[config.mk]
export PLATFORM = sky130hd
export DESIGN_NAME = binary_max_heap_priority_queue
export DESIGN_NICKNAME = d
export VERILOG_FILES = /design/src/sv/bmhpq_pkg.sv /design/src/sv/binary_max_heap_priority_queue.sv /design/src/sv/bmhpq_ctrl.sv /design/src/sv/bmhpq_dp.sv
export SDC_FILE = /design/constraint.sdc
export NUM_CORES = 1
export LEC_CHECK = 0
export BUFFER_PORTS_ARGS = -buffer_cell sky130_fd_sc_hd__buf_2
export CORE_UTILIZATION = 65
export CTS_BUF_LIST = sky130_fd_sc_hd__clkbuf_2
export DETAILED_ROUTE_END_ITERATION = 16
export PLACE_DENSITY = 0.83
export SETUP_SLACK_MARGIN = 0.2
export SKIP_LAST_GASP = 1
export SLEW_MARGIN = 30
export SYNTH_ARGS = -nofsm -noshare
export SYNTH_HDL_FRONTEND = slang
export SYNTH_SLANG_ARGS = --single-unit
[constraint.sdc]
create_clock -name clk_i -period 7.99 [get_ports clk_i]
set_input_delay 0 -clock clk_i [delete_from_list [all_inputs] [get_ports clk_i]]
set_output_delay 0 -clock clk_i [all_outputs]
set_load 0.05 [all_outputs]
[src/sv/bmhpq_pkg.sv]
// Shared types for the binary max-heap priority queue: heap entry layout,
// controller state codes and the command/status bundles between controller
// and datapath. No dependencies.
package bmhpq_pkg;

  localparam int unsigned DefaultCapacity = 16;
  localparam int unsigned InDataW         = 48;
  localparam int unsigned ResultBaseW     = 42;

  typedef struct packed {
    logic [15:0] pages;
    logic [15:0] job;
    logic [7:0]  prio;
  } entry_t;

  typedef enum logic {
    OP_INSERT = 1'b0,
    OP_REMOVE = 1'b1
  } op_e;

  typedef enum logic [5:0] {
    ST_IDLE  = 6'b000001,
    ST_UP    = 6'b000010,
    ST_LOAD  = 6'b000100,
    ST_DOWN  = 6'b001000,
    ST_PLACE = 6'b010000,
    ST_OUT   = 6'b100000
  } state_e;

  typedef struct packed {
    logic accept;
    logic up;
    logic load;
    logic down;
    logic place;
    logic emit;
  } cmd_t;

  typedef struct packed {
    logic is_remove;
    logic full;
    logic empty;
    logic up_swap;
    logic up_more;
    logic root_kids;
    logic down_swap;
    logic down_more;
    logic out_free;
  } sts_t;

endpackage

[src/sv/binary_max_heap_priority_queue.sv]
// Binary max-heap of print jobs behind a stream handshake. Each input transaction
// inserts or removes one job and yields exactly one result transaction with the
// root entry, the count and a drop flag. A refused insert or a remove from an empty
// heap passes through accept and the result register load. An insert passes through
// accept, one sift-up step per heap level climbed (at least one unless the heap was
// empty), placement of the new entry and the result register load. A remove passes
// through accept, a fetch of the last entry, one sift-down step per level descended,
// placement of the moving entry and the result register load; removing the only job
// skips the placement. The next transaction is accepted in the cycle after the result
// register loads.
// The pace is set by the entry memory, which is read through registered
// ports and written at one address per cycle, so the sift advances one level per
// cycle. A new transaction is taken while the previous result waits downstream;
// its result register load then waits until that result is taken.
// Depends on bmhpq_pkg, bmhpq_ctrl and bmhpq_dp.
module binary_max_heap_priority_queue import bmhpq_pkg::*; #(
  parameter  int unsigned HEAP_CAPACITY = DefaultCapacity,
  localparam int unsigned CntW          = $clog2(HEAP_CAPACITY + 1),
  localparam int unsigned OutDataW      = ((ResultBaseW + CntW + 7) / 8) * 8
) (
  input  logic                clk_i,
  input  logic                rst_ni,
  input  logic                s_axis_tvalid,
  output logic                s_axis_tready,
  // operation, job_priority, job_number, page_count
  input  logic [InDataW-1:0]  s_axis_tdata,
  output logic                m_axis_tvalid,
  input  logic                m_axis_tready,
  // top_valid, top_priority, top_job_number, top_page_count, entry_count,
  // insert_dropped
  output logic [OutDataW-1:0] m_axis_tdata
);

  cmd_t            cmd;
  sts_t            sts;
  entry_t          in_entry, out_top;
  op_e             in_op;
  logic            out_top_valid, out_dropped;
  logic [CntW-1:0] out_count;

  assign in_op          = op_e'(s_axis_tdata[0]);
  assign in_entry.prio  = s_axis_tdata[8:1];
  assign in_entry.job   = s_axis_tdata[24:9];
  assign in_entry.pages = s_axis_tdata[40:25];

  bmhpq_ctrl u_ctrl (
    .clk_i      (clk_i),
    .rst_ni     (rst_ni),
    .in_valid_i (s_axis_tvalid),
    .in_ready_o (s_axis_tready),
    .sts_i      (sts),
    .cmd_o      (cmd)
  );

  bmhpq_dp #(
    .HEAP_CAPACITY (HEAP_CAPACITY)
  ) u_dp (
    .clk_i           (clk_i),
    .rst_ni          (rst_ni),
    .cmd_i           (cmd),
    .sts_o           (sts),
    .in_op_i         (in_op),
    .in_entry_i      (in_entry),
    .out_ready_i     (m_axis_tready),
    .out_valid_o     (m_axis_tvalid),
    .out_top_valid_o (out_top_valid),
    .out_top_o       (out_top),
    .out_count_o     (out_count),
    .out_dropped_o   (out_dropped)
  );

  assign m_axis_tdata = OutDataW'({out_dropped, out_count, out_top.pages, out_top.job,
                                   out_top.prio, out_top_valid});

endmodule

[src/sv/bmhpq_ctrl.sv]
// Controller state machine of the heap queue: sequences accept, sift-up,
// last-entry load, sift-down, placement and result hand-off.
// Depends on bmhpq_pkg.
module bmhpq_ctrl import bmhpq_pkg::*; (
  input  logic clk_i,
  input  logic rst_ni,
  input  logic in_valid_i,
  output logic in_ready_o,
  input  sts_t sts_i,
  output cmd_t cmd_o
);

  state_e state_q, state_d;

  always_comb begin
    state_d    = state_q;
    cmd_o      = '0;
    in_ready_o = 1'b0;
    case (state_q)
      ST_IDLE: begin
        in_ready_o = 1'b1;
        if (in_valid_i) begin
          cmd_o.accept = 1'b1;
          if (sts_i.is_remove) begin
            state_d = sts_i.empty ? ST_OUT : ST_LOAD;
          end else if (sts_i.full) begin
            state_d = ST_OUT;
          end else if (sts_i.empty) begin
            state_d = ST_PLACE;
          end else begin
            state_d = ST_UP;
          end
        end
      end
      ST_UP: begin
        cmd_o.up = 1'b1;
        state_d  = (sts_i.up_swap && sts_i.up_more) ? ST_UP : ST_PLACE;
      end
      ST_LOAD: begin
        cmd_o.load = 1'b1;
        if (sts_i.empty) begin
          state_d = ST_OUT;
        end else if (sts_i.root_kids) begin
          state_d = ST_DOWN;
        end else begin
          state_d = ST_PLACE;
        end
      end
      ST_DOWN: begin
        cmd_o.down = 1'b1;
        state_d    = (sts_i.down_swap && sts_i.down_more) ? ST_DOWN : ST_PLACE;
      end
      ST_PLACE: begin
        cmd_o.place = 1'b1;
        state_d     = ST_OUT;
      end
      ST_OUT: begin
        if (sts_i.out_free) begin
          cmd_o.emit = 1'b1;
          state_d    = ST_IDLE;
        end
      end
      default: begin
        state_d = ST_IDLE;
      end
    endcase
  end

  always_ff @(posedge clk_i or negedge rst_ni) begin
    if (!rst_ni) begin
      state_q <= ST_IDLE;
    end else begin
      state_q <= state_d;
    end
  end

endmodule

[src/sv/bmhpq_dp.sv]
// Datapath of the heap queue: entry memory with two registered read ports,
// moving-entry and hole registers, occupancy count, root shadow and result
// register. Depends on bmhpq_pkg.
module bmhpq_dp import bmhpq_pkg::*; #(
  parameter  int unsigned HEAP_CAPACITY = DefaultCapacity,
  localparam int unsigned CntW          = $clog2(HEAP_CAPACITY + 1)
) (
  input  logic            clk_i,
  input  logic            rst_ni,
  input  cmd_t            cmd_i,
  output sts_t            sts_o,
  input  op_e             in_op_i,
  input  entry_t          in_entry_i,
  input  logic            out_ready_i,
  output logic            out_valid_o,
  output logic            out_top_valid_o,
  output entry_t          out_top_o,
  output logic [CntW-1:0] out_count_o,
  output logic            out_dropped_o
);

  localparam int unsigned IdxW = $clog2(HEAP_CAPACITY);
  localparam int unsigned PosW = IdxW + 2;

  entry_t mem [HEAP_CAPACITY];
  entry_t rd_a_q, rd_b_q, item_q, root_q, wdata, best;
  entry_t out_top_q;

  logic [IdxW-1:0] hole_q, ra, rb, pidx, bidx;
  logic [CntW-1:0] cnt_q, out_count_q;
  logic [PosW-1:0] cnt_w, hole_w, lidx, ridx, bidx_w, nlidx, nridx;
  logic            right_ok, take_right, we, full, empty, up_swap, down_swap, down_more;
  logic            dropped_q, out_valid_q, out_top_valid_q, out_dropped_q;

  assign full   = (cnt_q == CntW'(HEAP_CAPACITY));
  assign empty  = (cnt_q == '0);
  assign cnt_w  = PosW'(cnt_q);
  assign hole_w = PosW'(hole_q);

  assign pidx    = (hole_q - IdxW'(1)) >> 1;
  assign up_swap = (item_q.prio > rd_a_q.prio);

  assign lidx       = (hole_w << 1) + PosW'(1);
  assign ridx       = lidx + PosW'(1);
  assign right_ok   = (ridx < cnt_w);
  assign take_right = right_ok && (rd_b_q.prio > rd_a_q.prio);
  assign best       = take_right ? rd_b_q : rd_a_q;
  assign bidx_w     = take_right ? ridx : lidx;
  assign bidx       = bidx_w[IdxW-1:0];
  assign nlidx      = (bidx_w << 1) + PosW'(1);
  assign nridx      = nlidx + PosW'(1);
  assign down_swap  = (best.prio > item_q.prio);
  assign down_more  = (nlidx < cnt_w);

  assign sts_o.is_remove = (in_op_i == OP_REMOVE);
  assign sts_o.full      = full;
  assign sts_o.empty     = empty;
  assign sts_o.up_swap   = up_swap;
  assign sts_o.up_more   = (pidx != '0);
  assign sts_o.root_kids = (cnt_q > CntW'(1));
  assign sts_o.down_swap = down_swap;
  assign sts_o.down_more = down_more;
  assign sts_o.out_free  = !out_valid_q || out_ready_i;

  always_comb begin
    ra = '0;
    rb = '0;
    if (cmd_i.accept) begin
      if (in_op_i == OP_REMOVE) begin
        if (!empty) begin
          ra = IdxW'(cnt_q - CntW'(1));
        end
      end else if (!empty && !full) begin
        ra = IdxW'((cnt_q - CntW'(1)) >> 1);
      end
    end else if (cmd_i.up) begin
      ra = (pidx - IdxW'(1)) >> 1;
    end else if (cmd_i.load) begin
      ra = IdxW'(1);
      rb = (cnt_q > CntW'(2)) ? IdxW'(2) : IdxW'(1);
    end else if (cmd_i.down && down_more) begin
      ra = nlidx[IdxW-1:0];
      rb = (nridx < cnt_w) ? nridx[IdxW-1:0] : nlidx[IdxW-1:0];
    end
  end

  assign we    = (cmd_i.up && up_swap) || (cmd_i.down && down_swap) || cmd_i.place;
  assign wdata = cmd_i.place ? item_q : (cmd_i.up ? rd_a_q : best);

  always_ff @(posedge clk_i) begin
    if (we) begin
      mem[hole_q] <= wdata;
    end
    rd_a_q <= mem[ra];
    rd_b_q <= mem[rb];
  end

  always_ff @(posedge clk_i) begin
    if (cmd_i.accept) begin
      if (in_op_i == OP_REMOVE) begin
        hole_q <= '0;
      end else begin
        item_q <= in_entry_i;
        hole_q <= IdxW'(cnt_q);
      end
      dropped_q <= (in_op_i == OP_INSERT) && full;
    end
    if (cmd_i.up && up_swap) begin
      hole_q <= pidx;
    end
    if (cmd_i.down && down_swap) begin
      hole_q <= bidx;
    end
    if (cmd_i.load) begin
      item_q <= rd_a_q;
    end
    if (we && (hole_q == '0)) begin
      root_q <= wdata;
    end
    if (cmd_i.emit) begin
      out_top_valid_q <= !empty;
      out_top_q       <= empty ? '0 : root_q;
      out_count_q     <= cnt_q;
      out_dropped_q   <= dropped_q;
    end
  end

  always_ff @(posedge clk_i or negedge rst_ni) begin
    if (!rst_ni) begin
      cnt_q       <= '0;
      out_valid_q <= 1'b0;
    end else begin
      if (cmd_i.accept) begin
        if (in_op_i == OP_REMOVE) begin
          if (!empty) begin
            cnt_q <= cnt_q - CntW'(1);
          end
        end else if (!full) begin
          cnt_q <= cnt_q + CntW'(1);
        end
      end
      if (cmd_i.emit) begin
        out_valid_q <= 1'b1;
      end else if (out_ready_i) begin
        out_valid_q <= 1'b0;
      end
    end
  end

  assign out_valid_o     = out_valid_q;
  assign out_top_valid_o = out_top_valid_q;
  assign out_top_o       = out_top_q;
  assign out_count_o     = out_count_q;
  assign out_dropped_o   = out_dropped_q;

  a_drop_keeps_count: assert property (@(posedge clk_i) disable iff (!rst_ni)
    cmd_i.accept && (in_op_i == OP_INSERT) && full |=> $stable(cnt_q))
    else $error("refused insert changed the count");

  a_emit_sets_valid: assert property (@(posedge clk_i) disable iff (!rst_ni)
    cmd_i.emit |=> out_valid_q)
    else $error("result not presented after emit");

  a_emit_needs_room: assert property (@(posedge clk_i) disable iff (!rst_ni)
    cmd_i.emit |-> (!out_valid_q || out_ready_i))
    else $error("result register overwritten");

  a_up_below_root: assert property (@(posedge clk_i) disable iff (!rst_ni)
    cmd_i.up |-> (hole_q != '0))
    else $error("sift-up step at the root");

  a_top_matches_count: assert property (@(posedge clk_i) disable iff (!rst_ni)
    out_valid_q |-> (out_top_valid_q == (out_count_q != '0)))
    else $error("top valid disagrees with count");

endmodule

After elaboration in Yosys (flattened, before gate mapping)

Memory sizes are Yosys's and may differ from the RTL's. A register that Yosys moved wholly into a read port is not among the register bits.
Index checks and enable logic that the tools add are counted.

Add/subtract/negate cells: 8
Magnitude comparators: 8
Equal/unequal tests: 12
Mux-type cells: 51
Bitwise gates (word level): 1
Reductions and logical operators: 24

Operators by type and width:

| kind                                                           | number |
|---|---|
| 2-to-1 mux 40 bit                                              | 6 |
| 2-to-1 mux 4 bit                                               | 16 |
| 2-to-1 mux 5 bit                                               | 8 |
| 2-to-1 mux 6 bit                                               | 6 |
| case mux 6 bit (6 select lines)                                | 1 |
| greater-than comparator 8 bit                                  | 3 |
| adder 6 x 1 -> 6 bit (second input constant)                   | 3 |
| less-than comparator 6 x 5 -> 1 bit                            | 3 |
| 2-to-1 mux 1 bit                                               | 13 |
| logical AND 1 bit                                              | 9 |
| inequality test 2 bit (second input constant)                  | 4 |
| adder 5 x 1 -> 6 bit (second input constant)                   | 1 |
| equality test 6 x 1 -> 1 bit (second input constant)           | 1 |
| equality test 6 x 2 -> 1 bit (second input constant)           | 1 |
| equality test 6 x 3 -> 1 bit (second input constant)           | 1 |
| equality test 6 x 4 -> 1 bit (second input constant)           | 1 |
| equality test 6 x 5 -> 1 bit (second input constant)           | 1 |
| equality test 6 bit (second input constant)                    | 1 |
| adder 5 x 1 -> 5 bit (second input constant)                   | 1 |
| equality test 5 bit (second input constant)                    | 1 |
| greater-than comparator 5 x 1 -> 1 bit (second input constant) | 1 |
| greater-than comparator 5 x 2 -> 1 bit (second input constant) | 1 |
| logical NOT 5 bit                                              | 1 |
| subtractor 5 x 1 -> 5 bit (second input constant)              | 1 |
| other kinds (13)                                               | 19 |

Register bits: 144
Memory bits (writable): 640
Input port bits: 52
Output and inout port bits: 50
Logic and storage cells: 122
Memories kept: 1

Memories:

| name     | depth | width | rd ports | clocked after Yosys merged registers in | write ports | RTL line       | text |
|---|---|---|---|---|---|---|---|
| u_dp.mem | 16    | 40    | 2        | 2                                       | 1           | bmhpq_dp.sv:25 | `entry_t mem [HEAP_CAPACITY];` |

Logic depth before layout (Yosys ltp)

Depth in word-level cells: 13
Depth in mapped cells: 25
Mapped depth without buffers: 20

Modules after synthesis

A second synthesis with hierarchy kept.

Cells, all modules: 2364
Area total of the unflattened synthesis: 37739.9 µm²

Modules (own cells, without submodules):

| module                         | times used | cells an instance | area an instance (µm²) | seq. area each (µm²) |
|---|---|---|---|---|
| bmhpq_dp                       | 1          | 2310              | 37235.7                | 23732.8 |
| bmhpq_ctrl                     | 1          | 50                | 478.0                  | 151.4 |
| binary_max_heap_priority_queue | 1          | 4                 | 26.3                   | 0.0 |

Worst setup path before layout

OpenSTA, ideal clock, no wires.

Path type: register to register
Start point: reg u_dp.hole_q[1]
End point: mem u_dp.mem[0][0] (netlist name), enable pin
Setup time: 0.487 ns
Arrival time: 6.612 ns
Required time: 7.503 ns
Setup slack: 0.891 ns
Stages on the path, launching flop included: 21
Buffers on the path: 2
Period minus slack after synthesis: 7.099 ns
Cells stage by stage: edfxtp_1 ha_1 xor2_1 ha_1 a21o_1 a2bb2oi_1 nand3_1 nor2_1 clkbuf_1 clkbuf_1 o21ai_0 ha_1 nor2b_1 o21a_1 o21ai_0 nand2b_1 a21oi_1 o21a_1 o31ai_1 o21ai_0 nor3_1

Word-level cells in the longest chain between the ends: 11

RTL lines:

| item                                   | RTL line        | text |
|---|---|---|
| from (decl)                            | bmhpq_dp.sv:29  | `logic [IdxW-1:0] hole_q, ra, rb, pidx, bidx;` |
| from (signal assigned)                 | bmhpq_dp.sv:104 | `hole_q <= IdxW'(cnt_q);` |
| from (signal assigned)                 | bmhpq_dp.sv:109 | `hole_q <= pidx;` |
| from (signal assigned)                 | bmhpq_dp.sv:112 | `hole_q <= bidx;` |
| adder 5 x 1 -> 6 bit                   | bmhpq_dp.sv:43  | `assign lidx = (hole_w << 1) + PosW'(1);` |
| adder 6 x 1 -> 6 bit                   | bmhpq_dp.sv:44  | `assign ridx = lidx + PosW'(1);` |
| less-than comparator 6 x 5 -> 1 bit    | bmhpq_dp.sv:45  | `assign right_ok = (ridx < cnt_w);` |
| logical AND 1 bit                      | bmhpq_dp.sv:46  | `assign take_right = right_ok && (rd_b_q.prio > rd_a_q.prio);` |
| 2-to-1 mux 40 bit                      | bmhpq_dp.sv:47  | `assign best = take_right ? rd_b_q : rd_a_q;` |
| greater-than comparator 8 bit          | bmhpq_dp.sv:52  | `assign down_swap = (best.prio > item_q.prio);` |
| logical AND 1 bit                      | bmhpq_dp.sv:87  | `assign we = (cmd_i.up && up_swap) \|\| (cmd_i.down && down_swap) \|\| cmd_i.place;` |
| logical OR 1 bit (2 in a row)          | bmhpq_dp.sv:87  |  |
| 2-to-1 mux 1 bit                       | bmhpq_dp.sv:91  | `if (we) begin` |
| 2-to-1 mux 1 bit (implied by the code) | bmhpq_dp.sv:92  | `mem[hole_q] <= wdata;` |
| to (decl)                              | bmhpq_dp.sv:25  |  |

Parallel ways exist; a longest one is shown, timed or not.

Worst setup path after layout

Start point: reg u_dp.hole_q[1]
End point: reg u_dp.rd_b_q[25] (netlist name)

Word-level cells in the longest chain between the ends: 13
Elaborated cells on any way between the ends: 15
Those cells by class: add/sub: 4; order compare: 3; mux: 6; reduce/logical: 2

RTL lines:

| item                                | RTL line       | text |
|---|---|---|
| adder 5 x 1 -> 6 bit *              | bmhpq_dp.sv:43 |  |
| adder 6 x 1 -> 6 bit                | bmhpq_dp.sv:44 |  |
| less-than comparator 6 x 5 -> 1 bit | bmhpq_dp.sv:45 |  |
| logical AND 1 bit                   | bmhpq_dp.sv:46 |  |
| 2-to-1 mux 5 bit *                  | bmhpq_dp.sv:48 | `assign bidx_w = take_right ? ridx : lidx;` |
| adder 6 x 1 -> 6 bit *              | bmhpq_dp.sv:50 | `assign nlidx = (bidx_w << 1) + PosW'(1);` |
| adder 6 x 1 -> 6 bit                | bmhpq_dp.sv:51 | `assign nridx = nlidx + PosW'(1);` |
| less-than comparator 6 x 5 -> 1 bit | bmhpq_dp.sv:83 | `rb = (nridx < cnt_w) ? nridx[IdxW-1:0] : nlidx[IdxW-1:0];` |
| 2-to-1 mux 4 bit                    | bmhpq_dp.sv:83 |  |
| 2-to-1 mux 4 bit *                  | bmhpq_dp.sv:81 | `end else if (cmd_i.down && down_more) begin` |
| 2-to-1 mux 4 bit *                  | bmhpq_dp.sv:78 | `end else if (cmd_i.load) begin` |
| 2-to-1 mux 4 bit *                  | bmhpq_dp.sv:76 | `end else if (cmd_i.up) begin` |
| 2-to-1 mux 4 bit *                  | bmhpq_dp.sv:68 | `if (cmd_i.accept) begin` |

Mark *: on every way between the ends. The rest lies on a longest branch, timed or not.
A chain may end at the register's enable or synchronous reset.

==> key figures <==
Global routing
  – First-pass GRT wire length: 167 mm
  – Tot GR Track Use: 38.4%
  – Pin count of the biggest net entering global routing: 139
  – Global route overflow: 0
  – Vias in the first global route: 27,900
  – Initial antenna violation count: 3

Timing
  – Setup_tns: 0 ps
  – Final setup fails: 0
  – RSZ-0062 raised after global routing: false
  – Min cycle time layout: 6880 ps
  – Clock skew: 110 ps
  – Hold Fails Final Rpt: 0
  – Slew Viols, Final: 0
  – Worst slew margin: 28.6%
  – FMAX: 145 MHz
  – Worst-Margin Slew: 1070 ps
  – Tcrit/Tclk final: 86.1%

Power
  – P per Cell Area: 350 nW/um^2
  – Sequential share of power: 41.8%
  – Clock power frac: 18.9%
  – Cell-internal power: 9.28 mW
  – Psw: 5.68 mW
  – Leak: 15.6 nW
  – Sw Ratio: 38.0%
  – Peak VDD IR: 0.512 mV
  – Logic pwr share: 39.3%

Critical path
  – Setup Crit Path Kind: flop to flop
  – R2R Path Start: u_dp.hole_q[1]$_DFFE_PP_
  – CP startpoint kind: flop
  – Worst reg2reg endpoint: u_dp.rd_b_q[25]$_DFF_P_
  – Crit Path Max Fanout: 23
  – Cells on worst reg2reg path: 21
  – Data arrival, critical path: 8210 ps
  – Req. time, crit path: 9330 ps
  – R2R setup slack: 1110 ps
  – Crit path capture type: flop

Yosys
  – Synth top area share: 58.2%
  – Post-synth top area cell: edfxtp_1
  – Synthesized flop and latch total: 824
  – Gate Count Post-Synth: 2,604
  – Post-synthesis cell type count: 77
  – Synthesized area: 37,800 um^2
  – Sequential share of the synthesized area: 63.2%
  – EDFF count, synth: 732
  – Syn nets: 2,702
  – Most common cell in the netlist: edfxtp_1
  – Primary FF master, synth: edfxtp_1
  – Post-synth ARST share: 1.46%
  – Avg Cell Area, Syn: 14.5 um^2
  – Post-synth top cells: edfxtp_1 (732), nand2_1 (343), mux4_2 (160)
  – Synth area leaders: edfxtp_1 (58%), mux4_2 (9.5%), dfxtp_1 (4.2%)
  – Synth Warn #: 0

Floorplanning
  – Row cnt: 87
  – Core area: 56,900 um^2
  – Die area: 59,100 um^2
  – Die span in x: 243 um
  – Total I/O pin count: 102
  – DIE HEIGHT: 243 um
  – Initial core utilization: 66.3%

CTS
  – H-tree depth: 4
  – Worst-skew pair later-pin latency: 1530 ps
  – Worst-path clk slew: 110 ps
  – CTS buffer count: 196
  – Clock Root Buffer: clkbuf_2
  – CTS tree: built
  – Clock sink count: 824
  – Clk buf depth: 3
  – Post-cts resize count: 0

Run status
  – Run status: completed

Drt
  – Antenna viol nets, final: 0
  – Pre-Repair DR Iteration Count: 7
  – Total Wirelength: 112 mm
  – 1st-iter DRT viols: 4,029
  – Vias post-DR: 27,700
  – WL per Instance: 29.0 um
  – Vias per cell: 7.14
  – DRC errors left: 0

Worst hold path
  – Hold depth: 7
  – Worst Hold Path EP: u_dp.rd_a_q[33]$_DFF_P_
  – Min-delay src: s_axis_tdata[0]
  – Hold WC Path Type: primary input to flop

Final layout
  – Nets@finish: 3,041
  – Area growth syn-to-layout: 13.1%
  – Number of fill cells: 3,389
  – Layout Cells excl Fill: 3,875
  – Share of layout cells above drive strength 1: 24.0%

Flow run
  – Max-cap violations: 0

Placement
  – GP Congestion: 0.934
  – Post-DP HPWL: 60.5 mm
  – Buffers on Ports: 93
  – Inst Count DP: 3,368
-- flip-flops by register name, summed over array words and instances, names as in the netlist --
name                  count
u_ctrl.state_q            6
u_dp.cnt_q                5
u_dp.dropped_q            1
u_dp.hole_q               4
u_dp.item_q              40
u_dp.mem                640
u_dp.out_count_o          5
u_dp.out_dropped_o        1
u_dp.out_top_o           40
u_dp.out_top_valid_o      1
u_dp.out_valid_o          1
u_dp.rd_a_q              40
u_dp.rd_b_q              40
-- critical path, cell delays in order (launching register included) --
cell       delay [ps]
edfxtp_1          580
inv_1             160
ha_1              460
ha_1              260
a21o_1            170
a2bb2oi_1         210
nand3_1           160
nor2_1            120
buf_4             270
inv_1             150
ha_1              330
nor3_1            220
xor2_1            180
ha_1              260
a21oi_1           180
and2_1            220
a22o_1            270
mux2i_1           410
nand3_2           620
or3_1             970
o22ai_1           390
a2111oi_1         100
-- cell usage in the layout, fill, tap and decap left out, types with 25 or more instances in the layout --
cell type | synthesis | routed
a22oi_1 | 82 | 82
a2111oi_0 | 92 | 92
clkinv_1 | 0 | 48
and3_1 | 101 | 101
mux4_2 | 160 | 160
dlygate4sd3_1 | 0 | 132
nand2_1 | 343 | 342
mux2i_1 | 115 | 115
nor2b_1 | 46 | 45
a21oi_1 | 33 | 33
o221ai_1 | 43 | 42
clkbuf_2 | 0 | 302
buf_4 | 20 | 103
a211oi_1 | 28 | 28
ha_1 | 46 | 46
a31oi_1 | 25 | 25
inv_1 | 44 | 44
o22a_1 | 32 | 32
nor2_1 | 47 | 27
edfxtp_1 | 732 | 732
nand3_1 | 30 | 28
buf_2 | 41 | 93
dfxtp_1 | 80 | 80
o21ai_0 | 79 | 74
-- final cells by class --
class,instances,area [um^2],share of cell area (%)
antenna,7,17.5,0.0410
clock buffer,302,1510,3.54
clock inverter,65,342,0.800
inverter,44,165,0.387
multi-input combinational,1540,13100,30.7
sequential,824,23900,55.9
tap,756,946,2.21
timing repair buffer,337,2740,6.41
-- through the flow --
stage	utilization [%]	hold WS [ps]	worst slack (ps)	power, mW	instance area (um^2)
floorplan	-	-296	891	10.0	37800
global placement	69.3	-118	1370	11.7	39500
detailed placement	69.4	-110	1280	11.9	39500
CTS	75.0	120	1170	14.8	42700
global route	75.0	241	754	15.5	42700
finish	75.0	239	1110	15.0	42700
-- timing repair --
action | CTS | global route
endpoints found under the hold margin | 200 | 0
hold buffers | 132 | 0
setup buffers | 0 | 0
-- power by group through the flow --
stage | sequential, mW | clock, mW | combinational, mW
global placement | 6.32 | 0 | 5.36
floorplan | 6.30 | 0 | 3.71
finish | 6.25 | 2.82 | 5.88
CTS | 6.24 | 2.83 | 5.69
global route | 6.27 | 3.04 | 6.22
detailed placement | 6.34 | 0 | 5.60
-- cells by family (layout without fill, tap and decap cells) --
logic type      after synthesis  count (layout)  synth area share, %
fa+ha+maj                    46              46                 1.52
other cells                   1               8              0.00993
xor+xnor                     15              15                0.348
simple gates                643             643                 8.10
mux                         282             282                 12.8
flops                       824             824                 63.2
compound gates              553             553                 11.2
buf+inv                     240             748                 2.79
-- routing by layer --
metal	GRT usage [%]	up-vias	wire, um
met3	12.3	532	16900
li1	-	11300	-
met2	58.6	2537	51200
met1	49.5	13300	38300
met4	20.2	4	5970
met5	0	-	35
-- worst max path at each step --
stage               cells past startpoint                       end                startpoint
floorplan                              20  u_dp.mem[0][0]$_DFFE_PP_  u_dp.hole_q[1]$_DFFE_PP_
global placement                       21   u_dp.rd_b_q[36]$_DFF_P_  u_dp.hole_q[1]$_DFFE_PP_
global route                           22   u_dp.rd_b_q[22]$_DFF_P_  u_dp.hole_q[1]$_DFFE_PP_
CTS                                    21   u_dp.rd_b_q[32]$_DFF_P_  u_dp.hole_q[1]$_DFFE_PP_
detailed placement                     21    u_dp.rd_b_q[5]$_DFF_P_  u_dp.hole_q[1]$_DFFE_PP_
finish                                 21   u_dp.rd_b_q[25]$_DFF_P_  u_dp.hole_q[1]$_DFFE_PP_
Power figures use the tool's default switching activity.
